==> config.mk <==
export PLATFORM = sky130hd
export DESIGN_NAME = rmq_div_prep
export DESIGN_NICKNAME = d
export VERILOG_FILES = /design/src/rtl/core/rmq_pkg.sv /design/src/rtl/core/rmq_div_prep.sv
export SDC_FILE = /design/constraint.sdc
export NUM_CORES = 1
export LEC_CHECK = 0
export ABC_CLOCK_PERIOD_IN_PS = 6900
export BUFFER_PORTS_ARGS = -buffer_cell sky130_fd_sc_hd__buf_2
export CORE_AREA = 2 2 210 212
export DETAILED_ROUTE_END_ITERATION = 12
export DIE_AREA = 0 0 212 214
export PLACE_DENSITY_LB_ADDON = 0.1
export SYNTH_ARGS = -nofsm -noshare
export SYNTH_HDL_FRONTEND = slang
export SYNTH_SLANG_ARGS = --single-unit
==> constraint.sdc <==
create_clock -name i_clk -period 6.9 [get_ports i_clk]
set_clock_uncertainty 0.05 [all_clocks]
set_input_delay 1.035 -clock i_clk [delete_from_list [all_inputs] [get_ports i_clk]]
set_output_delay 1.035 -clock i_clk [all_outputs]
set_load 0.03 [all_outputs]
==> src/rtl/core/rmq_pkg.sv <==
// ----------------------------------------------------------------------------
// rmq_pkg
// shared types and constants for the rotation matrix to quaternion pipeline
// ----------------------------------------------------------------------------
package rmq_pkg;

    localparam int FIELD_W = 31;
    localparam int CAND_W  = 33;
    localparam int MAG_W   = 32;
    localparam int REM_W   = 60;
    localparam int ROOT_W  = 30;
    localparam int S_W     = 31;
    localparam int DIV_W   = 32;
    localparam int NUM_W   = 61;
    localparam int QUO_W   = 31;

    localparam logic signed [CAND_W-1:0] Q_ONE = 33'sd536870912;
    localparam logic [QUO_W-1:0]         Q_MAX = 31'd536870912;

    localparam logic [1:0] BR_W = 2'd0;
    localparam logic [1:0] BR_X = 2'd1;
    localparam logic [1:0] BR_Y = 2'd2;
    localparam logic [1:0] BR_Z = 2'd3;

    typedef logic [MAG_W-1:0] t_mag;
    typedef logic [QUO_W-1:0] t_quo;
    typedef logic [NUM_W-1:0] t_num;

    typedef struct packed {
        logic       ok;
        logic [1:0] br;
        logic       flip;
        logic [2:0] neg;
    } t_ctx;

    typedef struct packed {
        logic              valid;
        t_ctx              ctx;
        t_mag [2:0]        mag;
        logic [REM_W-1:0]  rem;
        logic [ROOT_W-1:0] root;
    } t_sq;

    typedef struct packed {
        logic             valid;
        t_ctx             ctx;
        logic [S_W-1:0]   s;
        logic [DIV_W-1:0] d;
        t_num [2:0]       nrem;
        t_quo [2:0]       q;
        logic [2:0]       sat;
    } t_dv;

endpackage

==> src/rtl/core/rmq_div_prep.sv <==
// ----------------------------------------------------------------------------
// rmq_div_prep
// rounds the root and sets up the three rounded divisions
// ----------------------------------------------------------------------------
module rmq_div_prep (
    input  logic          i_clk,
    input  logic          i_rst_n,
    input  logic          i_en,
    input  rmq_pkg::t_sq  i_sq,
    output rmq_pkg::t_dv  o_dv
);
    import rmq_pkg::*;

    logic [S_W-1:0] s;
    t_dv            n_dv;
    t_dv            r_dv;

    always_comb begin
        s = S_W'(i_sq.root) + S_W'(i_sq.rem > REM_W'(i_sq.root));
        n_dv.valid = i_sq.valid;
        n_dv.ctx   = i_sq.ctx;
        n_dv.s     = s;
        n_dv.d     = {s, 1'b0};
        for (int j = 0; j < 3; j++) begin
            // numerator 2n + s, divisor 2s gives round half away from zero
            n_dv.nrem[j] = (NUM_W'(i_sq.mag[j]) << 28) + NUM_W'(s);
            n_dv.q[j]    = '0;
            n_dv.sat[j]  = 63'(n_dv.nrem[j]) >= (63'({s, 1'b0}) << 31);
        end
    end

    always_ff @(posedge i_clk) begin
        if (!i_rst_n) begin
            r_dv.valid <= 1'b0;
        end else if (i_en) begin
            r_dv <= n_dv;
        end
    end

    assign o_dv = r_dv;

endmodule

==> flow_metrics.tcl <==
set metrics [dict create \
    status "finished, final reports clean" \
    cp-start-kind "primary input" \
    fmax_mhz 150 \
    synth_seq_cells 141 \
    die-area_sq_um 45400 \
    hp-class "flop to flop" \
    path_max_fanout 3 \
    dr_total_vias 9842 \
    pwr-share-clk_pct 31.8 \
    largest_register_ffs 141 \
    synth_edf_count 140 \
    crit_type "primary input to flop" \
    grt_pass1_wl_um 58300 \
    cp_slowest_cell "or4_4" \
    required_ns 7.04 \
    cp-end-kind "flop" \
    grt_setup_unrepaired "true" \
    internal_power_mw 1.82 \
    fillCellCount 4438 \
    relSlewSlack_pct 41.5 \
    hold_viol 0 \
    dp_hpwl_um 35200 \
    area_growth_pct 39.2 \
    period_share_pct 96.7 \
    cp_common_cell "a21o_1" \
    multi_input_area_sq_um 6390 \
    cts_buffers 17 \
    finalPower_mw 2.83 \
    first_pass_iters 5 \
    power_frac_comb_pct 31.5 \
    synthArstFlopShare_pct 0 \
    critPathMaxStageDelay_ns 0.44 \
    swShare_pct 35.9 \
    syn-cell-area_sq_um 11500 \
    p_sw_mw 1.02 \
    grt_start_max_net_pins 59 \
    pin_count 547 \
    cts_root_buffer "clkbuf_16" \
    cts_tree "built" \
    crit_arrival_ns 6.81 \
    postSynthCellCount 1133 \
    clk_pin_slew_ns 0.07 \
    avgSynthCellArea_sq_um 10.1 \
    drive_gt1_share_pct 47.2 \
    htreeDepth 4 \
    clockBufferDepth 2 \
    gr-total-overflow 0 \
    cts_num_sinks 141 \
    synth.yosys.seq_area_share_pct 36.8 \
    p_per_area_nw_per_um2 177 \
    p_seq_share_pct 36.8 \
    die_x_um 212 \
    critPathTopFamily "compound AO/OA/AOI/OAI gates" \
    ir_worst_vdd_mv 0.167 \
    min_period_ns 6.67 \
    regArea_sq_um 4220 \
    worst_pin_slew_ns 0.871 \
    grtUsageTotal_pct 17.5 \
    dpl_cell_area_sq_um 14500 \
    post_drt_wl_per_cell_um 18.2 \
    fp.dieH_um 214 \
    route.detailed.drc 0 \
    cap_viol_max_count 0 \
    grt_pass1_vias 9692 \
    rows 76 \
    vias_per_cell 4.33 \
    p_leak_nw 7.50 \
    synth_ff_type "edfxtp_1" \
    finalMaxSlewViolations 0 \
    crit_buf_inv 6 \
    fin_util_pct 37.3 \
    drt_iter0_markers 364 \
    grt_antenna_before_repair 4 \
    ys_types 61 \
    start_util_pct 26.8 \
    core_sq_um 42900 \
    fin_nets 2003 \
    antenna_left 0 \
    clock_latency_ns 0.44 \
    postRouteWirelength_um 41400 \
    yosysWarnings 0 \
    routabilityCongestion 0.789 \
    stdcell_area_sq_um 16000 \
    port_buffers 452 \
    setup_violations 0 \
]
[placed cells by master (no fill, tap or decap), types with 30 or more instances in the layout]
| cell type | count |
|---|---|
| conb_1 | 94 |
| nand3_1 | 30 |
| a21oi_1 | 33 |
| buf_2 | 443 |
| nor2_1 | 39 |
| buf_4 | 190 |
| nand2_1 | 52 |
| a21o_1 | 37 |
| inv_1 | 66 |
| xnor2_1 | 80 |
| edfxtp_1 | 140 |
| ha_1 | 104 |
| nand4_1 | 50 |
[cell type report]
| cell class | count | area share [%] |
|---|---|---|
| multi-input combinational | 790 | 40.0 |
| inverter | 82 | 1.96 |
| timing repair buffer | 643 | 23.5 |
| clock inverter | 14 | 0.760 |
| clock buffer | 18 | 2.69 |
| sequential | 141 | 26.4 |
| tap | 585 | 4.58 |
| antenna | 1 | 0.0157 |
[cells by family (layout without fill, tap and decap cells)]
group / Yosys count / after routing / share of synthesized area [%]
AOI/OAI and AO/OA: 131 / 131 / 7.48
xor gates and xnor gates: 122 / 122 / 9.38
adders and majority gates: 131 / 131 / 14.5
buffers and inverters: 295 / 757 / 16.7
DFF: 141 / 141 / 36.8
muxes: 3 / 3 / 0.305
other: 1 / 95 / 0.0327
and+or+nand+nor: 309 / 309 / 14.8
[repair_timing]
item	CTS	global route
pin swaps	13	86
gates resized for setup	27	115
setup endpoints to repair	3	3
buffers inserted	2	23
hold buffers	0	0
[synth_stat cells, drive strengths merged (2+ instances only)]
cell type  instances  area share, %
nor3b              5           0.33
a2111oi            2           0.15
nor3              19           0.93
nor2              53            1.7
nand4             53            3.1
mux2i              2           0.17
xor2              29            2.2
buf              213             14
ha               128             14
and4               6           0.48
o21a               8           0.52
edfxtp           140             37
fa                 3           0.52
and2               7           0.38
nor4              21            1.3
inv               82            2.7
a31oi              3           0.16
nand2             59            1.9
a211oi             4           0.26
a21oi             38            1.7
or4                2           0.16
o21ai             18           0.79
nand3b             2           0.16
and3              18           0.98
nand2b             4           0.22
nand3             34            1.5
nor2b             10           0.55
or3                9           0.49
or2                4           0.22
xnor2             93            7.2
o211ai             9           0.59
nand4b             2           0.15
a21o              37            2.4
[power by group through the flow]
stage | Combinational, mW | Clock, mW | Sequential (mW)
after global placement | 0.841 | 0 | 1.06
after CTS | 0.851 | 0.937 | 1.04
final | 0.891 | 0.900 | 1.04
after global routing | 0.961 | 0.966 | 1.05
after floorplan | 0.485 | 0 | 1.18
after detailed placement | 0.844 | 0 | 1.06
[per-stage QoR]
step	setup slack [ns]	TNS, ns	hold WS [ns]	std cells
global placement	-1.08	-2.52	0.475	2216
finish	0.230	0	0.468	2274
global route	-0.102	-0.219	0.547	2274
CTS	-0.0416	-0.0416	0.480	2250
detailed placement	-1.18	-2.64	0.464	2216
floorplan	-0.00191	-0.00191	0.590	1226
[worst reg2reg max path, cell delays in order (launching register included)]
cell,delay (ns)
dfxtp_1,0.31
mux2i_1,0.12
nor2b_1,0.05
[per-layer routing]
| layer | global-route usage (%) | part of all wire (%) |
|---|---|---|
| met1 | 21.8 | 42 |
| met2 | 31.4 | 51 |
| met3 | 2.57 | 5.1 |
| met4 | 4.11 | 1.4 |
| met5 | 0 | 0.041 |
[worst paths after layout]
kind,start,to,slack [ns],depth (start not counted)
max,i_sq[18],o_dv[2]$_DFFE_PP_,0.23,32
min,o_dv[349]$_SDFFE_PN0P_,o_dv[349]$_SDFFE_PN0P_,0.47,2
max reg2reg,o_dv[349]$_SDFFE_PN0P_,o_dv[349]$_SDFFE_PN0P_,6.27,2
min reg2reg,o_dv[349]$_SDFFE_PN0P_,o_dv[349]$_SDFFE_PN0P_,0.47,2
Note: power is estimated with default switching activity, not from simulation.
