--- src/rtl/core/rmq_pkg.sv ---
// ----------------------------------------------------------------------------
// rmq_pkg
// shared types and constants for the rotation matrix to quaternion pipeline
// ----------------------------------------------------------------------------
package rmq_pkg;

    localparam int FIELD_W = 31;
    localparam int CAND_W  = 33;
    localparam int MAG_W   = 32;
    localparam int REM_W   = 60;
    localparam int ROOT_W  = 30;
    localparam int S_W     = 31;
    localparam int DIV_W   = 32;
    localparam int NUM_W   = 61;
    localparam int QUO_W   = 31;

    localparam logic signed [CAND_W-1:0] Q_ONE = 33'sd536870912;
    localparam logic [QUO_W-1:0]         Q_MAX = 31'd536870912;

    localparam logic [1:0] BR_W = 2'd0;
    localparam logic [1:0] BR_X = 2'd1;
    localparam logic [1:0] BR_Y = 2'd2;
    localparam logic [1:0] BR_Z = 2'd3;

    typedef logic [MAG_W-1:0] t_mag;
    typedef logic [QUO_W-1:0] t_quo;
    typedef logic [NUM_W-1:0] t_num;

    typedef struct packed {
        logic       ok;
        logic [1:0] br;
        logic       flip;
        logic [2:0] neg;
    } t_ctx;

    typedef struct packed {
        logic              valid;
        t_ctx              ctx;
        t_mag [2:0]        mag;
        logic [REM_W-1:0]  rem;
        logic [ROOT_W-1:0] root;
    } t_sq;

    typedef struct packed {
        logic             valid;
        t_ctx             ctx;
        logic [S_W-1:0]   s;
        logic [DIV_W-1:0] d;
        t_num [2:0]       nrem;
        t_quo [2:0]       q;
        logic [2:0]       sat;
    } t_dv;

endpackage

--- src/rtl/core/rmq_front.sv ---
// ----------------------------------------------------------------------------
// rmq_front
// candidate sums, branch pick and numerator selection, one register stage
// ----------------------------------------------------------------------------
module rmq_front (
    input  logic                                  i_clk,
    input  logic                                  i_rst_n,
    input  logic                                  i_en,
    input  logic                                  i_valid,
    input  logic signed [rmq_pkg::FIELD_W-1:0]    i_m [9],
    output rmq_pkg::t_sq                          o_sq
);
    import rmq_pkg::*;

    logic signed [CAND_W-1:0] c0, c1, c2, c3;
    logic signed [CAND_W-1:0] best;
    logic [1:0]               br;
    logic                     ok;
    logic signed [MAG_W-1:0]  dx, dy, dz, sxy, sxz, syz;
    logic signed [MAG_W-1:0]  d0;
    logic signed [MAG_W-1:0]  ln [3];
    t_sq                      n_sq;
    t_sq                      r_sq;

    function automatic logic signed [CAND_W-1:0] ext(input logic signed [FIELD_W-1:0] v);
        ext = CAND_W'(v);
    endfunction

    function automatic logic signed [MAG_W-1:0] ex2(input logic signed [FIELD_W-1:0] v);
        ex2 = MAG_W'(v);
    endfunction

    always_comb begin
        c0 = Q_ONE + ext(i_m[0]) + ext(i_m[4]) + ext(i_m[8]);
        c1 = Q_ONE + ext(i_m[0]) - ext(i_m[4]) - ext(i_m[8]);
        c2 = Q_ONE - ext(i_m[0]) + ext(i_m[4]) - ext(i_m[8]);
        c3 = Q_ONE - ext(i_m[0]) - ext(i_m[4]) + ext(i_m[8]);
        best = '0;
        br   = BR_W;
        ok   = 1'b0;
        if (c0 > best) begin best = c0; br = BR_W; ok = 1'b1; end
        if (c1 > best) begin best = c1; br = BR_X; ok = 1'b1; end
        if (c2 > best) begin best = c2; br = BR_Y; ok = 1'b1; end
        if (c3 > best) begin best = c3; br = BR_Z; ok = 1'b1; end

        dx  = ex2(i_m[7]) - ex2(i_m[5]);
        dy  = ex2(i_m[2]) - ex2(i_m[6]);
        dz  = ex2(i_m[3]) - ex2(i_m[1]);
        sxy = ex2(i_m[1]) + ex2(i_m[3]);
        sxz = ex2(i_m[2]) + ex2(i_m[6]);
        syz = ex2(i_m[5]) + ex2(i_m[7]);

        // lanes hold the three non-chosen components in index order
        unique case (br)
            BR_W: begin d0 = '0; ln[0] = dx; ln[1] = dy;  ln[2] = dz;  end
            BR_X: begin d0 = dx; ln[0] = dx; ln[1] = sxy; ln[2] = sxz; end
            BR_Y: begin d0 = dy; ln[0] = dy; ln[1] = sxy; ln[2] = syz; end
            default: begin d0 = dz; ln[0] = dz; ln[1] = sxz; ln[2] = syz; end
        endcase

        n_sq.valid    = i_valid;
        n_sq.ctx.ok   = ok;
        n_sq.ctx.br   = br;
        n_sq.ctx.flip = (br != BR_W) && d0[MAG_W-1];
        for (int j = 0; j < 3; j++) begin
            n_sq.ctx.neg[j] = ln[j][MAG_W-1];
            n_sq.mag[j]     = ln[j][MAG_W-1] ? MAG_W'(-ln[j]) : MAG_W'(ln[j]);
        end
        n_sq.rem  = REM_W'({best[31:0], 27'd0});
        n_sq.root = '0;
    end

    always_ff @(posedge i_clk) begin
        if (!i_rst_n) begin
            r_sq.valid <= 1'b0;
        end else if (i_en) begin
            r_sq <= n_sq;
        end
    end

    assign o_sq = r_sq;

endmodule

--- config.mk ---
export PLATFORM = sky130hd
export DESIGN_NAME = rmq_front
export DESIGN_NICKNAME = d
export VERILOG_FILES = /design/src/rtl/core/rmq_pkg.sv /design/src/rtl/core/rmq_front.sv
export SDC_FILE = /design/constraint.sdc
export NUM_CORES = 1
export LEC_CHECK = 0
export BUFFER_PORTS_ARGS = -buffer_cell sky130_fd_sc_hd__buf_2
export CORE_MARGIN = 2
export CORE_UTILIZATION = 60
export CTS_CLUSTER_SIZE = 10
export DETAILED_ROUTE_END_ITERATION = 8
export PLACE_DENSITY = 0.83
export SYNTH_ARGS = -nofsm -noshare
export SYNTH_HDL_FRONTEND = slang
export SYNTH_SLANG_ARGS = --single-unit
--- constraint.sdc ---
create_clock -name i_clk -period 36.4 [get_ports i_clk]
set_input_delay 3.64 -clock i_clk [delete_from_list [all_inputs] [get_ports i_clk]]
set_output_delay 3.64 -clock i_clk [all_outputs]
set_load 0.02 [all_outputs]
==> metrics <==
Fill cells between 4000 and 5000; DRT Wirelength 112000 um; Die Y 235 um; fraction of layout cells with a size suffix above 1 12.3%; H-tree Lvls 4; crit-path max FO 81; Hold Path Origin o_sq[193]; setup TNS 0 ns; max reg flops 136; CTS hold repair buffers 0; post-synthesis cell count roughly 4000; Post-DP HPWL 92500 um; WL per Instance about 22 um; status finished, final reports clean; grt total ovfl 0; Slew HR 10.6%; min-delay worst type reg2reg; Post-CTS Resized 0; first drt pass iteration count 8; Hold EP o_sq[193]; post-synthesis cell area approximately 32000 sq um; synthesized area per cell 7.80 sq um; most frequent cells in the layout ha_1 (421), buf_2 (418), nor2_1 (328); final worst path period share 56.9%; R2R Setup Slk 35.78 ns; total CTS buffers 17; commonest non-fill, non-tap cell in the layout ha_1; max-cap viol count 0; Yosys reg bits roughly 140; global-route wire length before repair 172000 um; fin area 35000 sq um; Critical R2R Capture o_sq[193]; Crit Path Class in2reg; largest net degree at the start of global routing slightly above 80; Unique masters post-synth 99; Worst path slowest cell a2111oi_0; Root Driver clkbuf_16; Vias/cell 6.46; worst slack at placement 15.51 ns; total global-route track usage ~39%; RSZ-0062 raised after global routing false; Final Hold Fails 0; Synth Warn # 0; FF-to-FF path depth 2; Worst-path clk slew 0.06 ns; I/O pin total 477; die area 55200 sq um; max layer used met4; Critical Path AT 20.95 ns; hold path cells 2; met3 wire length 12200 um; number of global-route vias before repair between 30000 and 40000; First DRT Iteration DRCs 4186; via count 33000; final worst-path setup slack 15.68 ns; worst flop-to-flop path startpoint o_sq[193]; worst-margin pin slew 1.31 ns; Post-CTS Setup Bufs 0; row count 84; register area share after synthesis 12.7%; Port Buffer Count 418; Die Wd 235 um; Initial Util about three fifths; minimum clock period 20.72 ns; post-route clock skew 0 ns; M1 WL approximately 44000 um; Placer Congestion around 1.0; residual DRC count 0; Antenna Cells 0; core footprint 52700 sq um; critical path's most frequent cell nand3_1; crit end category register; CTS Sinks about 140; Crit path largest cell delay 0.84 ns; ANT nets after route 0; fmax just under 50 MHz; Final Max Tran Viols 0; type of origin of the critical path input pin; Post-synth EDFFs 135; CP Data Required Time ~37 ns; final setup violation count 0; routed wl met2 50400 um; CTS tree yes; async set or reset register ratio after synthesis 0%; fin nets 5250; initial antenna violation count 0; Syn-to-layout area delta 9.26%; Max clock buf depth 2; Clock Latency Late Sink 0.48 ns; placed inst area approximately 34000 sq um; Main synth FF type edfxtp_1
-- cells by family after synthesis --
family / after synthesis / synth area share, %
buffers and inverters: 541 / 7.07
other: 2 / 0.0235
and+or+nand+nor: 1249 / 18.9
AOI/OAI and AO/OA: 1223 / 25.3
adders and majority gates: 557 / 24.9
DFF: 136 / 12.7
xor gates and xnor gates: 364 / 9.96
muxes: 34 / 1.08
-- metal layers --
layer,track usage [%],vias to the layer above
met4,18.4,0
met3,6.85,336
li1,-,15300
met2,63.7,1933
met5,0,-
met1,51.1,15400
-- cells in the mapped netlist (all sizes together) (19+ instances only) --
library cell  number  area share, %
xnor2            265            7.3
nand2b            56            1.1
buf               93            1.8
a2111oi           19           0.60
edfxtp           135             13
or3               39           0.76
mux2i             29           0.91
clkbuf           122            1.4
nor2b             38           0.74
or4               21           0.50
inv              323            3.8
o21bai            42           0.99
o211ai            32           0.77
and3              34           0.66
nor3             129            2.0
a211oi            56            1.3
ha               421             16
o22ai             32           0.63
nor4              37           0.76
a31oi             77            1.6
xor2              99            2.7
nor2             331            3.9
o31ai             37           0.87
o21a              51            1.2
a21oi            318            5.0
fa               135            8.4
nand3            121            1.9
nand2            309            3.6
o21ai            226            3.5
nand4             42           0.82
a21o             112            2.6
and2              35           0.68
-- stage by stage --
step	utilization, %	std cells	hold slack [ns]
2_1_floorplan	-	4163	0.589
3_3_place_gp	65.3	5080	0.498
3_5_place_dp	65.3	5080	0.526
4_1_cts	66.4	5111	0.545
5_1_grt	66.4	5111	0.569
6_report	66.4	5111	0.542
-- worst max-delay path: cells and delay by family --
kind            cells  cell delay (ns)
simple gates       22             7.37
xor+xnor            2             0.30
buf+inv             5             2.18
fa+ha+maj           8             2.53
compound gates     18             4.84
-- cell type report --
type | instances | area [sq um] | area share [%]
Inverter | 326 | 1220 | 3.50
Clock inverter | 11 | 149 | 0.426
Sequential cell | 136 | 4070 | 11.6
Tap cell | 688 | 861 | 2.46
Clock buffer | 20 | 437 | 1.25
Timing Repair Buffer | 444 | 2290 | 6.54
Multi-Input combinational cell | 3486 | 25900 | 74.2
-- worst max-delay path by stage --
stage                   from         to  slack (ns)  cells after the start
global route          i_m[6]  o_sq[120]       14.73                     54
CTS                 i_m[249]  o_sq[120]       16.06                     55
finish              i_m[249]  o_sq[120]       15.68                     55
global placement      i_m[1]  o_sq[120]       15.93                     55
floorplan             i_m[1]  o_sq[184]       16.60                     67
detailed placement  i_m[249]  o_sq[120]       15.51                     55
Power is left out: the tool's default activity adds up to more than one toggle a clock period on the data nets, which glitch-free logic cannot reach.
