File: config.mk
export PLATFORM = sky130hd
export DESIGN_NAME = rmq_sqrt_step
export DESIGN_NICKNAME = d
export VERILOG_FILES = /design/src/rtl/core/rmq_pkg.sv /design/src/rtl/core/rmq_sqrt_step.sv
export SDC_FILE = /design/constraint.sdc
export NUM_CORES = 1
export LEC_CHECK = 0
export ABC_AREA = 0
export BUFFER_PORTS_ARGS = -buffer_cell sky130_fd_sc_hd__buf_2
export CAP_MARGIN = 20
export CORE_MARGIN = 1.5
export CORE_UTILIZATION = 35
export CTS_BUF_LIST = sky130_fd_sc_hd__clkbuf_4
export CTS_CLUSTER_SIZE = 16
export DETAILED_ROUTE_END_ITERATION = 10
export GPL_TIMING_DRIVEN = 0
export HOLD_SLACK_MARGIN = 0.15
export PLACE_DENSITY = 0.66
export SKIP_LAST_GASP = 1
export SYNTH_ARGS = -nofsm -noshare
export SYNTH_HDL_FRONTEND = slang
export SYNTH_SLANG_ARGS = --single-unit
File: constraint.sdc
create_clock -name i_clk -period 4.58 [get_ports i_clk]
set_clock_uncertainty 0.1 [all_clocks]
set_input_delay 0 -clock i_clk [delete_from_list [all_inputs] [get_ports i_clk]]
set_output_delay 0 -clock i_clk [all_outputs]
set_load 0.02 [all_outputs]
File: src/rtl/core/rmq_pkg.sv
// ----------------------------------------------------------------------------
// rmq_pkg
// shared types and constants for the rotation matrix to quaternion pipeline
// ----------------------------------------------------------------------------
package rmq_pkg;

    localparam int FIELD_W = 31;
    localparam int CAND_W  = 33;
    localparam int MAG_W   = 32;
    localparam int REM_W   = 60;
    localparam int ROOT_W  = 30;
    localparam int S_W     = 31;
    localparam int DIV_W   = 32;
    localparam int NUM_W   = 61;
    localparam int QUO_W   = 31;

    localparam logic signed [CAND_W-1:0] Q_ONE = 33'sd536870912;
    localparam logic [QUO_W-1:0]         Q_MAX = 31'd536870912;

    localparam logic [1:0] BR_W = 2'd0;
    localparam logic [1:0] BR_X = 2'd1;
    localparam logic [1:0] BR_Y = 2'd2;
    localparam logic [1:0] BR_Z = 2'd3;

    typedef logic [MAG_W-1:0] t_mag;
    typedef logic [QUO_W-1:0] t_quo;
    typedef logic [NUM_W-1:0] t_num;

    typedef struct packed {
        logic       ok;
        logic [1:0] br;
        logic       flip;
        logic [2:0] neg;
    } t_ctx;

    typedef struct packed {
        logic              valid;
        t_ctx              ctx;
        t_mag [2:0]        mag;
        logic [REM_W-1:0]  rem;
        logic [ROOT_W-1:0] root;
    } t_sq;

    typedef struct packed {
        logic             valid;
        t_ctx             ctx;
        logic [S_W-1:0]   s;
        logic [DIV_W-1:0] d;
        t_num [2:0]       nrem;
        t_quo [2:0]       q;
        logic [2:0]       sat;
    } t_dv;

endpackage

File: src/rtl/core/rmq_sqrt_step.sv
// ----------------------------------------------------------------------------
// rmq_sqrt_step
// one root bit of the digit-by-digit square root, registered
// ----------------------------------------------------------------------------
module rmq_sqrt_step #(
    parameter int K = 29
) (
    input  logic          i_clk,
    input  logic          i_rst_n,
    input  logic          i_en,
    input  rmq_pkg::t_sq  i_sq,
    output rmq_pkg::t_sq  o_sq
);
    import rmq_pkg::*;

    logic [61:0] trial;
    t_sq         n_sq;
    t_sq         r_sq;

    always_comb begin
        trial = (62'(i_sq.root) << (K + 1)) + (62'(1) << (2 * K));
        n_sq  = i_sq;
        if (62'(i_sq.rem) >= trial) begin
            n_sq.rem  = i_sq.rem - trial[REM_W-1:0];
            n_sq.root = i_sq.root | (ROOT_W'(1) << K);
        end
    end

    always_ff @(posedge i_clk) begin
        if (!i_rst_n) begin
            r_sq.valid <= 1'b0;
        end else if (i_en) begin
            r_sq <= n_sq;
        end
    end

    assign o_sq = r_sq;

endmodule

==> results of run 1 <==
## logic make-up after synthesis
group | count (synthesis) | share of synthesized area (%)
flip-flops | 194 | 71.3
multiplexers | 3 | 0.384
XOR/XNOR | 20 | 2.15
adder cells (fa/ha/maj) | 32 | 5.00
AND/OR/NAND/NOR | 126 | 7.80
buffers and inverters | 56 | 2.87
AO/OA/AOI/OAI | 126 | 10.5
## metrics by stage
step / utilization [%] / std cells / cell area [µm²] / setup slack (ps)
global placement: 46.1 / 1260 / 10500 / 608
floorplan: - / 557 / 8150 / 1650
detailed placement: 46.3 / 1262 / 10600 / 1670
==> run summary, run 1 <==
Syn Inst Count = 557
Die width = 156 µm
Yosys top cell by area = edfxtp_1
Avg Cell Area, Syn = 14.6 µm²
Rows = 55
PortBufs = 390
IO Count = 391
Synth cell types = 62
CTS max path bufs = 2
Ranking of synthesized cells by area = edfxtp_1 (71%), ha_1 (4.8%), nand2_1 (2.2%)
Top cell type's share of synthesized area = 71.1%
Synth Cell Area = 8150 µm²
Die height = 156 µm
# resized after CTS = 0
Syn Nets = 786
# hold bufs at CTS = 260
Number of flops mapped to enable cells by yosys = 193
Async SR Flop Fraction = 0%
# clock sinks = 194
GPL Wtd Cong = 0.874
Main synth FF type = edfxtp_1
Count leader, synth = edfxtp_1
CTS Buf Count = 17
Seq/Total Area, Yosys = 71.3%
Detailed placement HPWL = 20500 µm
Top post-synthesis cells by count = edfxtp_1 (193), nand2_1 (48), inv_1 (39)
Status = stopped before the end
Run Error = [ERROR RSZ-0060] Max buffer count reached.
Synth Warn # = 0
Postcts setup bufs = 0
Initial Util = 35.8%
H-tree Lvls = 4
Halt Stage = clock tree synthesis (4_1_cts)
Root buf cell = clkbuf_4
Yosys reg bits = 194
==> run 2, diff against run 1 <==
CORE_UTILIZATION = 20   (was 35)
CTS_BUF_LIST = unset   (was sky130_fd_sc_hd__clkbuf_4)
CTS_CLUSTER_SIZE = unset   (was 16)
HOLD_SLACK_MARGIN = unset   (was 0.15)
PLACE_DENSITY = unset   (was 0.66)
PLACE_DENSITY_LB_ADDON = 0.15   (was unset)
clock period = 5.95 ns   (was 4.58 ns; I/O delays follow)
==> run summary, run 2 <==
Worst setup path start = i_sq[28]
Syn Nets = 786 (unchanged)
Final Hold Slack = 118 ps
Avg Cell Area, Syn = 14.6 µm² (unchanged)
Synth Warn # = 0 (unchanged)
Synth Cell Area = 8150 µm² (unchanged)
Worst path arrival time = 3700 ps
Largest net degree at the start of global routing = 64
Fillers = 4101
Initial antenna violation count = 2
Detailed placement HPWL = 23000 µm (was 20500 µm)
CP Launch Type = input port
1st-iter DRT viols = 282
WL/cell = 17.7 µm
Clock-pin transition on the worst setup and hold timing paths = 80 ps
R2R Path End = o_sq[193]
WL final = 30200 µm
Async SR Flop Fraction = 0% (unchanged)
Syn Inst Count = 557 (unchanged)
CTS max path bufs = 2 (unchanged)
Max Slew Vio Count = 0
Count leader, synth = edfxtp_1 (unchanged)
Crit-path slowest cell = dlygate4sd3_1
Main synth FF type = edfxtp_1 (unchanged)
Number of global-route vias before repair = 7344
Slew HR = 60.5%
# resized after CTS = 0 (unchanged)
CP endpoint = o_sq[62]
Synth cell types = 62 (unchanged)
Skew-Pair Late Insertion Delay = 480 ps
Vias per cell = 4.03
Final non-filler cell total = 1706
Nets = 1395
Ranking of synthesized cells by area = edfxtp_1 (71%), ha_1 (4.8%), nand2_1 (2.2%) (unchanged)
RSZ-0062 raised after global routing = no
Worst Tran Pin Value = 593 ps
Status = complete, no violations (was stopped before the end)
Yosys reg bits = 194 (unchanged)
Post-route ant nets = 0
Via count = 6876
Fmax = 0.280 GHz
Placeable Area = 40000 µm²
Global-route wire length before repair = 43400 µm
Cell Chain, Critical Path = dlygate4sd3_1, buf_2, ha_1, inv_1, ha_1, nand4b_1, or4_1, nor3_1, a31o_2, nor3_4, buf_2, nand2_1, o21ai_0, dlygate4sd3_1
Postcts setup bufs = 0 (unchanged)
CP max stage delay = 560 ps
CTS Buf Count = 17 (unchanged)
TritonCTS clock tree = built
Flip-flop count of the largest register after layout = 194
GRT Total Usage = 14.3%
GPL Wtd Cong = 0.772 (was 0.874)
Worst Path Required = 6080 ps
Lkg Pwr = 5.66 nW
Most frequent cells in the layout = buf_2 (400), dlygate4sd3_1 (197), edfxtp_1 (193)
IO Count = 391 (unchanged)
Die height = 205 µm (was 156 µm)
Critical path buffers and inverters = 5
PortBufs = 390 (unchanged)
Number of flops mapped to enable cells by yosys = 193 (unchanged)
Crit end category = register
Rows = 73 (was 55)
Setup violators final = 0
Max-cap violations = 0
Worst hold path class = input port to register
Pwr Total = 3.65 mW
# clock sinks = 194 (unchanged)
Seq/Total Area, Yosys = 71.3% (unchanged)
GRT overflow = 0
# hold bufs at CTS = 197 (was 260)
Top post-synthesis cells by count = edfxtp_1 (193), nand2_1 (48), inv_1 (39) (unchanged)
Final period utilization = 59.9%
H-tree Lvls = 4 (unchanged)
DRC errors left = 0
Root buf cell = clkbuf_16 (was clkbuf_4)
Max VDD drop = 217 µV
Yosys top cell by area = edfxtp_1 (unchanged)
Crit Path Max Fanout = 10
R2R setup slack = 4710 ps
Top cell type's share of synthesized area = 71.1% (unchanged)
Pwr per Cell Area = 271 nW/µm²
Die width = 205 µm (was 156 µm)
Levels on crit path = 14
Most common cell after layout, fill and taps aside = buf_2
Fin crit period = 3570 ps
Final hold vios = 0
CP top delay family = buffers and inverters
First-pass iteration count of the detailed router = 4
DP Cell Count = 1475 (was 1262)
Area Overhead vs Synth = 65.1%
Share of cells above drive strength 1 = 38.3%
FF-to-FF path depth = 3
WS Path Type = input port to register
Worst r2r src = o_sq[193]
Die area = 42000 µm²
Initial Util = 20.4% (was 35.8%)
==> run 2: cell counts after synthesis <==
No cell type changed its count.
==> run 2: worst register-to-register path, delay by kind of cell (launching register included) <==
| kind | cells | cell delay [ps] |
|---|---|---|
| muxes | 1 | 120 |
| and+or+nand+nor | 1 | 60 |
| buffers and inverters | 1 | 540 |
| DFF | 1 | 310 |
==> run 2: cell families after synthesis <==
family,share of synthesized area [%]
xor+xnor,2.15
buf+inv,2.87
flops,71.3
simple gates,7.80
compound gates,10.5
fa+ha+maj,5.00
mux,0.384
==> run 2: report_power, final <==
group          total (mW)  switching, mW  internal [mW]
Clock                1.28          0.600          0.677
Sequential           1.64         0.0237           1.62
Combinational       0.732          0.427          0.305
==> run 2: routing by layer <==
layer | GRT usage (%) | up-vias | wire (µm)
met1 | 15.2 | 3251 | 11700
met5 | 0 | - | 0
met4 | 4.85 | 0 | 482
met3 | 4.58 | 27 | 2130
li1 | - | 3349 | -
met2 | 26.4 | 249 | 15900
==> run 2: final cells by class <==
class                           count  area [µm²]  area share [%]
Buffer                             17        87.6           0.651
Sequential cell                   194        5820            43.2
Tap cell                          525         657            4.88
Inverter                           39         146            1.09
Clock buffer                       18         429            3.19
Timing Repair Buffer              590        4010            29.8
Clock inverter                     14         204            1.52
Multi-Input combinational cell    307        2100            15.6
Antenna cell                        2        5.00          0.0372
==> run 2: worst min path at each step <==
stage          startpoint        end  slack, ps  depth (start not counted)
2_1_floorplan     i_sq[0]    o_sq[0]         -1                          0
3_3_place_gp    i_sq[143]  o_sq[143]         80                          1
3_5_place_dp    i_sq[137]  o_sq[137]         80                          1
4_1_cts         i_sq[176]  o_sq[176]         60                          2
5_1_grt         i_sq[191]  o_sq[191]         80                          2
6_report        i_sq[130]  o_sq[130]        120                          2
==> run 2: per-stage QoR <==
step	TNS (ps)	setup slack, ps	util (%)	area [µm²]
global placement	-324890	-1710	26.9	10800
finish	0	2380	33.6	13500
global route	0	2190	33.6	13500
detailed placement	0	2770	27.1	10800
floorplan	0	892	-	8150
CTS	0	2310	33.6	13500
(Power assumes the default switching activity.)
