--- src/rtl/core/rmq_pkg.sv ---
// ----------------------------------------------------------------------------
// rmq_pkg
// shared types and constants for the rotation matrix to quaternion pipeline
// ----------------------------------------------------------------------------
package rmq_pkg;

    localparam int FIELD_W = 31;
    localparam int CAND_W  = 33;
    localparam int MAG_W   = 32;
    localparam int REM_W   = 60;
    localparam int ROOT_W  = 30;
    localparam int S_W     = 31;
    localparam int DIV_W   = 32;
    localparam int NUM_W   = 61;
    localparam int QUO_W   = 31;

    localparam logic signed [CAND_W-1:0] Q_ONE = 33'sd536870912;
    localparam logic [QUO_W-1:0]         Q_MAX = 31'd536870912;

    localparam logic [1:0] BR_W = 2'd0;
    localparam logic [1:0] BR_X = 2'd1;
    localparam logic [1:0] BR_Y = 2'd2;
    localparam logic [1:0] BR_Z = 2'd3;

    typedef logic [MAG_W-1:0] t_mag;
    typedef logic [QUO_W-1:0] t_quo;
    typedef logic [NUM_W-1:0] t_num;

    typedef struct packed {
        logic       ok;
        logic [1:0] br;
        logic       flip;
        logic [2:0] neg;
    } t_ctx;

    typedef struct packed {
        logic              valid;
        t_ctx              ctx;
        t_mag [2:0]        mag;
        logic [REM_W-1:0]  rem;
        logic [ROOT_W-1:0] root;
    } t_sq;

    typedef struct packed {
        logic             valid;
        t_ctx             ctx;
        logic [S_W-1:0]   s;
        logic [DIV_W-1:0] d;
        t_num [2:0]       nrem;
        t_quo [2:0]       q;
        logic [2:0]       sat;
    } t_dv;

endpackage

--- src/rtl/core/rmq_div_step.sv ---
// ----------------------------------------------------------------------------
// rmq_div_step
// one quotient bit of restoring division for all three lanes, registered
// ----------------------------------------------------------------------------
module rmq_div_step #(
    parameter int K = 30
) (
    input  logic          i_clk,
    input  logic          i_rst_n,
    input  logic          i_en,
    input  rmq_pkg::t_dv  i_dv,
    output rmq_pkg::t_dv  o_dv
);
    import rmq_pkg::*;

    logic [62:0] dsh;
    t_dv         n_dv;
    t_dv         r_dv;

    always_comb begin
        dsh  = 63'(i_dv.d) << K;
        n_dv = i_dv;
        for (int j = 0; j < 3; j++) begin
            if (63'(i_dv.nrem[j]) >= dsh) begin
                n_dv.nrem[j] = i_dv.nrem[j] - dsh[NUM_W-1:0];
                n_dv.q[j]    = i_dv.q[j] | (QUO_W'(1) << K);
            end
        end
    end

    always_ff @(posedge i_clk) begin
        if (!i_rst_n) begin
            r_dv.valid <= 1'b0;
        end else if (i_en) begin
            r_dv <= n_dv;
        end
    end

    assign o_dv = r_dv;

endmodule

--- config.mk ---
export PLATFORM = sky130hd
export DESIGN_NAME = rmq_div_step
export DESIGN_NICKNAME = d
export VERILOG_FILES = /design/src/rtl/core/rmq_pkg.sv /design/src/rtl/core/rmq_div_step.sv
export SDC_FILE = /design/constraint.sdc
export NUM_CORES = 1
export LEC_CHECK = 0
export BUFFER_PORTS_ARGS = -buffer_cell sky130_fd_sc_hd__buf_2
export CORE_AREA = 8 8 270 272
export DETAILED_ROUTE_END_ITERATION = 10
export DIE_AREA = 0 0 278 280
export PLACE_DENSITY = 0.54
export SYNTH_ARGS = -nofsm -noshare
export SYNTH_HDL_FRONTEND = slang
export SYNTH_SLANG_ARGS = --single-unit
--- constraint.sdc ---
create_clock -name i_clk -period 10.91 [get_ports i_clk]
set_input_delay 0 -clock i_clk [delete_from_list [all_inputs] [get_ports i_clk]]
set_output_delay 0 -clock i_clk [all_outputs]
set_load 0.03 [all_outputs]
==> flow_metrics.env, run 1 <==
export IMPL_critical_path_class="in -> reg"
export IMPL_cts_sink_count=350
export IMPL_vdd_drop_max_v=0.0000847
export IMPL_crit_path_cell_trace="dlygate4sd3_1, buf_2, inv_1, ha_1, inv_1, fa_1, a211oi_1, nor3_1, o21bai_1, a2111oi_4, o41ai_2, a21oi_4, a21boi_4, buf_4, mux2_1"
export IMPL_cp_arrival_ns=4.48
export IMPL_synth_area_um2=16900
export IMPL_synth_edf_count=349
export IMPL_power_leakage_nw=11.1
export IMPL_finalCritPeriodShare_pct=38.3
export IMPL_dieArea_um2=77800
export IMPL_p_per_area_nw_per_um2=151
export IMPL_viasPerCell=4.58
export IMPL_startpoint_type="input pin"
export IMPL_drt_total_wl_um=77300
export IMPL_place_gp_congestion=0.876
export IMPL_r2r_start="o_dv[349]"
export IMPL_die_w_um=278
export IMPL_slowest_stage="dlygate4sd3_1"
export IMPL_dp_slack_ns=6.79
export IMPL_fp_row_count=97
export IMPL_period_needed_ns=4.17
export IMPL_io_buffer_count=702
export IMPL_final_nets=2791
export IMPL_fmax_mhz=240
export IMPL_start_util_pct=24.5
export IMPL_finish_utilization_pct=38.2
export IMPL_power_total_mw=3.98
export IMPL_dp_hpwl_um=61300
export IMPL_final_max_slew_viol_count=0
export IMPL_final_common_cell="buf_2"
export IMPL_clockRootBuffer="clkbuf_16"
export IMPL_cts_buffers=43
export IMPL_ys_types=74
export IMPL_crit_family="compound AO/OA/AOI/OAI gates"
export IMPL_hold_slack_ns=0.116
export IMPL_grt_usage_pct=18.9
export IMPL_finalClockSkew_ns=0
export IMPL_cp_max_fo=40
export IMPL_rr_endpoint="o_dv[349]"
export IMPL_grt_pass1_vias=15700
export IMPL_yosysSeqAreaShare_pct=62.3
export IMPL_tns_ns=0
export IMPL_synth_ff_type="edfxtp_1"
export IMPL_slew_headroom_pct=20.2
export IMPL_path_buf_inv=5
export IMPL_firstDrtPassIters=5
export IMPL_crit_path_end="o_dv[188]"
export IMPL_post_cts_resized=0
export IMPL_clk_path_buf_depth=3
export IMPL_cpMostUsedCell="inv_1"
export IMPL_io_pins=703
export IMPL_ys_warnings_count=0
export IMPL_cp_startpoint="i_dv[187]"
export IMPL_coreArea_um2=68900
export IMPL_syn_nets=1719
export IMPL_routedWlPerCell_um=23.6
export IMPL_outcome="complete, no violations"
export IMPL_r2r_cells=3
export IMPL_async_flop_share_pct=0
export IMPL_vias=15000
export IMPL_grt_pass1_wl_um=109000
export IMPL_synth_ff_latch_count=350
export IMPL_hold_viol=0
export IMPL_first_iter_violations=997
export IMPL_cts_tree="built"
export IMPL_synthCells=1270
export IMPL_grt_start_max_net_pins=78
export IMPL_grt_ovfl_total=0
export IMPL_max_stage_delay_ns=0.58
export IMPL_drive_gt1_share_pct=33.6
export IMPL_final_setup_viol_count=0
export IMPL_largest_reg_flops=350
export IMPL_worst_path_stages=15
export IMPL_drv_cap=0
export IMPL_cp_data_required_time_ns=11.22
export IMPL_h_tree_depth=2
export IMPL_min_path_type="in -> reg"
export IMPL_antenna_found_initial=15
export IMPL_clock_latency_ns=0.55
export IMPL_most_common_layout_cells="702 x buf_2, 351 x dlygate4sd3_1, 349 x edfxtp_1, 93 x ha_1, 85 x nand2_1"
export IMPL_area_delta_synth_final_pct=56.2
export IMPL_ant_nets=0
export IMPL_worstMarginPinSlew_ns=1.19
export IMPL_die_y_um=280
export IMPL_synth_area_per_cell_um2=13.3
export IMPL_regToRegSetupSlack_ns=9.75
export IMPL_end_kind="register"
export IMPL_route_detailed_drc=0
export IMPL_path_clk_slew_ns=0.06
export IMPL_rsz0062_at_grt="false"
export IMPL_setup_ws_ns=6.74
-- power by group --
part / switching (mW) / internal [mW]
clock: 0.596 / 0.829
combinational: 0.587 / 0.347
sequential: 0.0263 / 1.60
total: 1.21 / 2.77
-- layer usage --
layer  vias up  wire length [um]  global-route usage, %
met1      7220             29500                   21.6
met5         -                65                      0
met2       600             37100                   31.8
met4        10              3940                   8.81
met3       148              6680                   6.59
li1       7033                 -                      -
-- cells in the mapped netlist, types with 4 or more instances --
master | number | area (um2)
edfxtp_1 | 349 | 10500
ha_1 | 93 | 1160
nand2_1 | 85 | 319
a21oi_1 | 84 | 420
inv_1 | 67 | 251
nor2_1 | 58 | 218
mux2_1 | 50 | 563
o21ai_0 | 42 | 210
o21ai_1 | 41 | 205
a21o_1 | 39 | 293
xnor2_1 | 39 | 342
xor2_1 | 28 | 245
nor4_1 | 27 | 169
clkbuf_1 | 21 | 78.8
nand4_1 | 21 | 131
nor3_1 | 20 | 100
nand3_1 | 18 | 90.1
nand2b_1 | 17 | 106
nor2b_1 | 14 | 87.6
o21bai_1 | 13 | 97.6
a211oi_1 | 12 | 90.1
a31oi_1 | 9 | 56.3
o31ai_1 | 9 | 67.6
buf_2 | 8 | 40.0
mux2i_1 | 6 | 60.1
o21a_1 | 6 | 45.0
or2_2 | 6 | 37.5
or3_1 | 5 | 31.3
a41oi_1 | 4 | 35.0
and4b_1 | 4 | 40.0
buf_4 | 4 | 30.0
o31a_1 | 4 | 35.0
or4_1 | 4 | 30.0
-- cell families (layout without fill, tap and decap cells) --
logic type / after synthesis / after routing / share of synthesized area, %
flip-flops: 350 / 350 / 62.3
AO/OA/AOI/OAI: 302 / 302 / 11.9
AND/OR/NAND/NOR: 296 / 296 / 8.84
buffers and inverters: 101 / 1207 / 2.44
adder cells (fa/ha/maj): 96 / 96 / 7.25
XOR/XNOR: 67 / 67 / 3.48
multiplexers: 58 / 58 / 3.83
other: 0 / 11 / 0
-- final cells by class --
class	count	area, um2
Antenna cell	11	27.5
Clock buffer	54	1120
Clock inverter	25	268
Fill cell	6686	42600
Inverter	67	251
Multi-Input combinational cell	819	5970
Sequential cell	350	10500
Tap cell	891	1110
Timing Repair Buffer	1061	7090
-- metrics by stage --
stage               instances  instance area, um2
floorplan                1270               16900
global placement         2837               21400
detailed placement       2837               21400
CTS                      3267               26300
global route             3273               26300
finish                   3278               26300
-- worst reg2reg max path, cell delays in order, from the launching register on --
cell and delay (ns):
dfxtp_1 0.30, mux2i_1 0.12, nor2b_1 0.06, dlygate4sd3_1 0.56
-- repair_timing --
item                      4_1_cts  5_1_grt
hold endpoints to repair      350        0
setup buffers                   0        0
hold buffers                  351        0
-- worst min-delay path by stage --
| stage | slack (ns) | start | cells after the start | end |
|---|---|---|---|---|
| after floorplan | 0.1 | i_dv[0] | 0 | o_dv[0] |
| after global placement | 0.18 | i_dv[50] | 1 | o_dv[50] |
| after detailed placement | 0.18 | i_dv[83] | 1 | o_dv[83] |
| after CTS | 0.1 | i_en | 2 | o_dv[210] |
| after global routing | 0.11 | i_en | 2 | o_dv[116] |
| final | 0.12 | i_en | 2 | o_dv[116] |
No activity file was read; power rests on OpenSTA's default activity.
==> run 2: changes to the inputs <==
--- a/config.mk
+++ b/config.mk
@@ -9,7 +9,7 @@
 export CORE_AREA = 8 8 270 272
 export DETAILED_ROUTE_END_ITERATION = 10
 export DIE_AREA = 0 0 278 280
-export PLACE_DENSITY = 0.54
+export PLACE_DENSITY = 0.55
 export SYNTH_ARGS = -nofsm -noshare
 export SYNTH_HDL_FRONTEND = slang
 export SYNTH_SLANG_ARGS = --single-unit
==> constraint.sdc (replaced) <==
create_clock -name i_clk -period 3.59 [get_ports i_clk]
set_input_delay 0 -clock i_clk [delete_from_list [all_inputs] [get_ports i_clk]]
set_output_delay 0 -clock i_clk [all_outputs]
set_load 0.03 [all_outputs]
==> run 2 against run 1 <==
Against the previous run: count of clock-buffer cells in the layout fell by 5; setup slack got worse by 6.6 ns; register-to-register slack got worse by 7.3 ns; combinational power rose to 3.1 times the previous value; utilization rose by 0.71 points; global-route usage fell by 0.065 points; cell count rose by 1.3%; cell area rose by 1.8%; wire length rose by 1.0%; clock power rose to 3.1 times the previous value.
==> flow_metrics.env, run 2 (synthesis gave the netlist of run 1 again) <==
export IMPL_startpoint_type="input pin"
export IMPL_first_iter_violations=1041
export IMPL_cp_arrival_ns=3.86
export IMPL_setup_ws_ns=0.172
export IMPL_path_clk_slew_ns=0.06
export IMPL_cts_tree="built"
export IMPL_grt_start_max_net_pins=87
export IMPL_finalClockSkew_ns=0
export IMPL_h_tree_depth=2
export IMPL_sequentialPowerShare_pct=40.2
export IMPL_area_delta_synth_final_pct=59.0
export IMPL_final_setup_viol_count=0
export IMPL_most_common_layout_cells="702 x buf_2, 351 x dlygate4sd3_1, 349 x edfxtp_1, 93 x ha_1, 85 x nand2_1"
export IMPL_use_met3_pct=5.89
export IMPL_fp_row_count=97
export IMPL_p_per_area_nw_per_um2=458
export IMPL_comb_power_share_pct=23.8
export IMPL_multi_input_area_um2=5980
export IMPL_internal_power_mw=8.56
export IMPL_ant_nets=0
export IMPL_switching_share_pct=30.4
export IMPL_critical_path_class="in -> reg"
export IMPL_antenna_found_initial=13
export IMPL_vias=15300
export IMPL_viasPerCell=4.60
export IMPL_cp_max_fo=22
export IMPL_power_share_clock_pct=36.1
export IMPL_power_leakage_nw=11.4
export IMPL_ff_latch_area_um2=10500
export IMPL_start_util_pct=24.5
export IMPL_grt_usage_pct=18.9
export IMPL_firstDrtPassIters=5
export IMPL_place_area_um2=21900
export IMPL_drive_gt1_share_pct=35.1
export IMPL_fill_cells=6575
export IMPL_die_w_um=278
export IMPL_route_detailed_drc=0
export IMPL_io_buffer_count=702
export IMPL_met2_usage_pct=33.0
export IMPL_coreArea_um2=68900
export IMPL_rsz0062_at_grt="false"
export IMPL_die_y_um=280
export IMPL_finalCritPeriodShare_pct=95.2
export IMPL_fmax_mhz=293
export IMPL_p_sw_mw=3.74
export IMPL_grt_use_met1_pct=22.2
export IMPL_io_pins=703
export IMPL_grt_pass1_vias=15600
export IMPL_r2r_cells=3
export IMPL_rr_endpoint="o_dv[349]"
export IMPL_regToRegSetupSlack_ns=2.42
export IMPL_dp_slack_ns=0.207
export IMPL_grt_ovfl_total=0
export IMPL_cts_sink_count=350
export IMPL_min_path_type="in -> reg"
export IMPL_clk_path_buf_depth=3
export IMPL_worstMarginPinSlew_ns=0.873
export IMPL_tns_ns=0
export IMPL_cp_data_required_time_ns=4.03
export IMPL_worstHoldStart="i_dv[328]"
export IMPL_place_gp_congestion=0.910
export IMPL_drv_cap=0
export IMPL_top_usage_layer="met2"
export IMPL_end_kind="register"
export IMPL_outcome="complete, no violations"
export IMPL_slew_headroom_pct=41.3
export IMPL_clock_latency_ns=0.57
export IMPL_vdd_drop_max_v=0.000277
export IMPL_postCtsSetupBuffers=0
export IMPL_period_needed_ns=3.42
export IMPL_cts_buffers=43
export IMPL_dp_hpwl_um=61800
export IMPL_clockRootBuffer="clkbuf_16"
export IMPL_r2r_start="o_dv[349]"
export IMPL_final_nets=2837
export IMPL_hold_viol=0
export IMPL_largest_reg_flops=350
export IMPL_routedWlPerCell_um=23.5
export IMPL_final_max_slew_viol_count=0
export IMPL_crit_path_end="o_dv[207]"
export IMPL_final_common_cell="buf_2"
export IMPL_design_area_um2=26800
export IMPL_grt_pass1_wl_um=109000
export IMPL_cp_startpoint="i_dv[200]"
export IMPL_drt_total_wl_um=78000
export IMPL_dieArea_um2=77800
-- run 2: changes by cell type in the layout (fill, tap and decap cells not counted) --
cell / change
buf_4: +38
buf_12: +8
clkbuf_1: -5
clkinv_2: +3
clkinv_8: -2
diode_2: -2
inv_16: +2
bufinv_16: +1
clkinv_4: +1
clkinvlp_4: +1
inv_6: -1
o31ai_1: -1
o31ai_2: +1
-- run 2: how the worst min path moves through the flow --
stage,slack [ns],cells after the start,endpoint
2_1_floorplan,0.1,0,o_dv[0]
3_3_place_gp,0.18,1,o_dv[83]
3_5_place_dp,0.18,1,o_dv[78]
4_1_cts,0.09,2,o_dv[79]
5_1_grt,0.11,2,o_dv[345]
6_report,0.14,2,o_dv[328]
-- run 2: critical path, stage by stage --
cell,delay [ns]
dlygate4sd3_1,0.60
buf_2,0.16
ha_1,0.43
nand4_1,0.20
or3_1,0.42
o21bai_1,0.18
buf_4,0.16
a2111oi_4,0.28
buf_4,0.20
o41ai_2,0.07
buf_4,0.15
a21oi_4,0.16
a21boi_4,0.10
buf_12,0.19
o31ai_2,0.37
buf_4,0.17
-- run 2: metrics by stage --
| step | util (%) | std cells | power [mW] | hold WS, ns |
|---|---|---|---|---|
| 2_1_floorplan | - | 1270 | 6.59 | 0.0989 |
| 3_3_place_gp | 31.7 | 2883 | 7.59 | 0.178 |
| 3_5_place_dp | 31.7 | 2883 | 7.61 | 0.178 |
| 4_1_cts | 38.9 | 3313 | 12.5 | 0.0883 |
| 5_1_grt | 38.9 | 3316 | 12.8 | 0.105 |
| 6_report | 38.9 | 3322 | 12.3 | 0.136 |
-- run 2: area by class of cell --
| class | count | share of cell area (%) |
|---|---|---|
| antenna | 9 | 0.0840 |
| clock buffer | 49 | 4.10 |
| clock inverter | 30 | 1.22 |
| inverter | 67 | 0.938 |
| multi-input combinational | 819 | 22.3 |
| sequential | 350 | 39.1 |
| tap | 891 | 4.16 |
| timing repair buffer | 1107 | 28.1 |
-- run 2: timing repair --
action,CTS,global route
endpoints found under the hold margin,350,0
gates resized for setup,0,1
hold buffers,351,0
setup endpoints to repair,0,1
-- run 2: routing by layer --
| metal | up-vias | wire [um] |
|---|---|---|
| li1 | 7126 | - |
| met1 | 7428 | 30600 |
| met2 | 641 | 38800 |
| met3 | 93 | 6280 |
| met4 | 8 | 2310 |
| met5 | - | 50 |
-- run 2: power groups by stage --
stage | clock [mW] | combinational (mW) | sequential [mW]
after floorplan | 0 | 0.971 | 5.62
final | 4.43 | 2.92 | 4.94
after detailed placement | 0 | 2.59 | 5.02
after global placement | 0 | 2.57 | 5.02
after CTS | 4.58 | 2.93 | 4.94
after global routing | 4.71 | 3.12 | 4.97
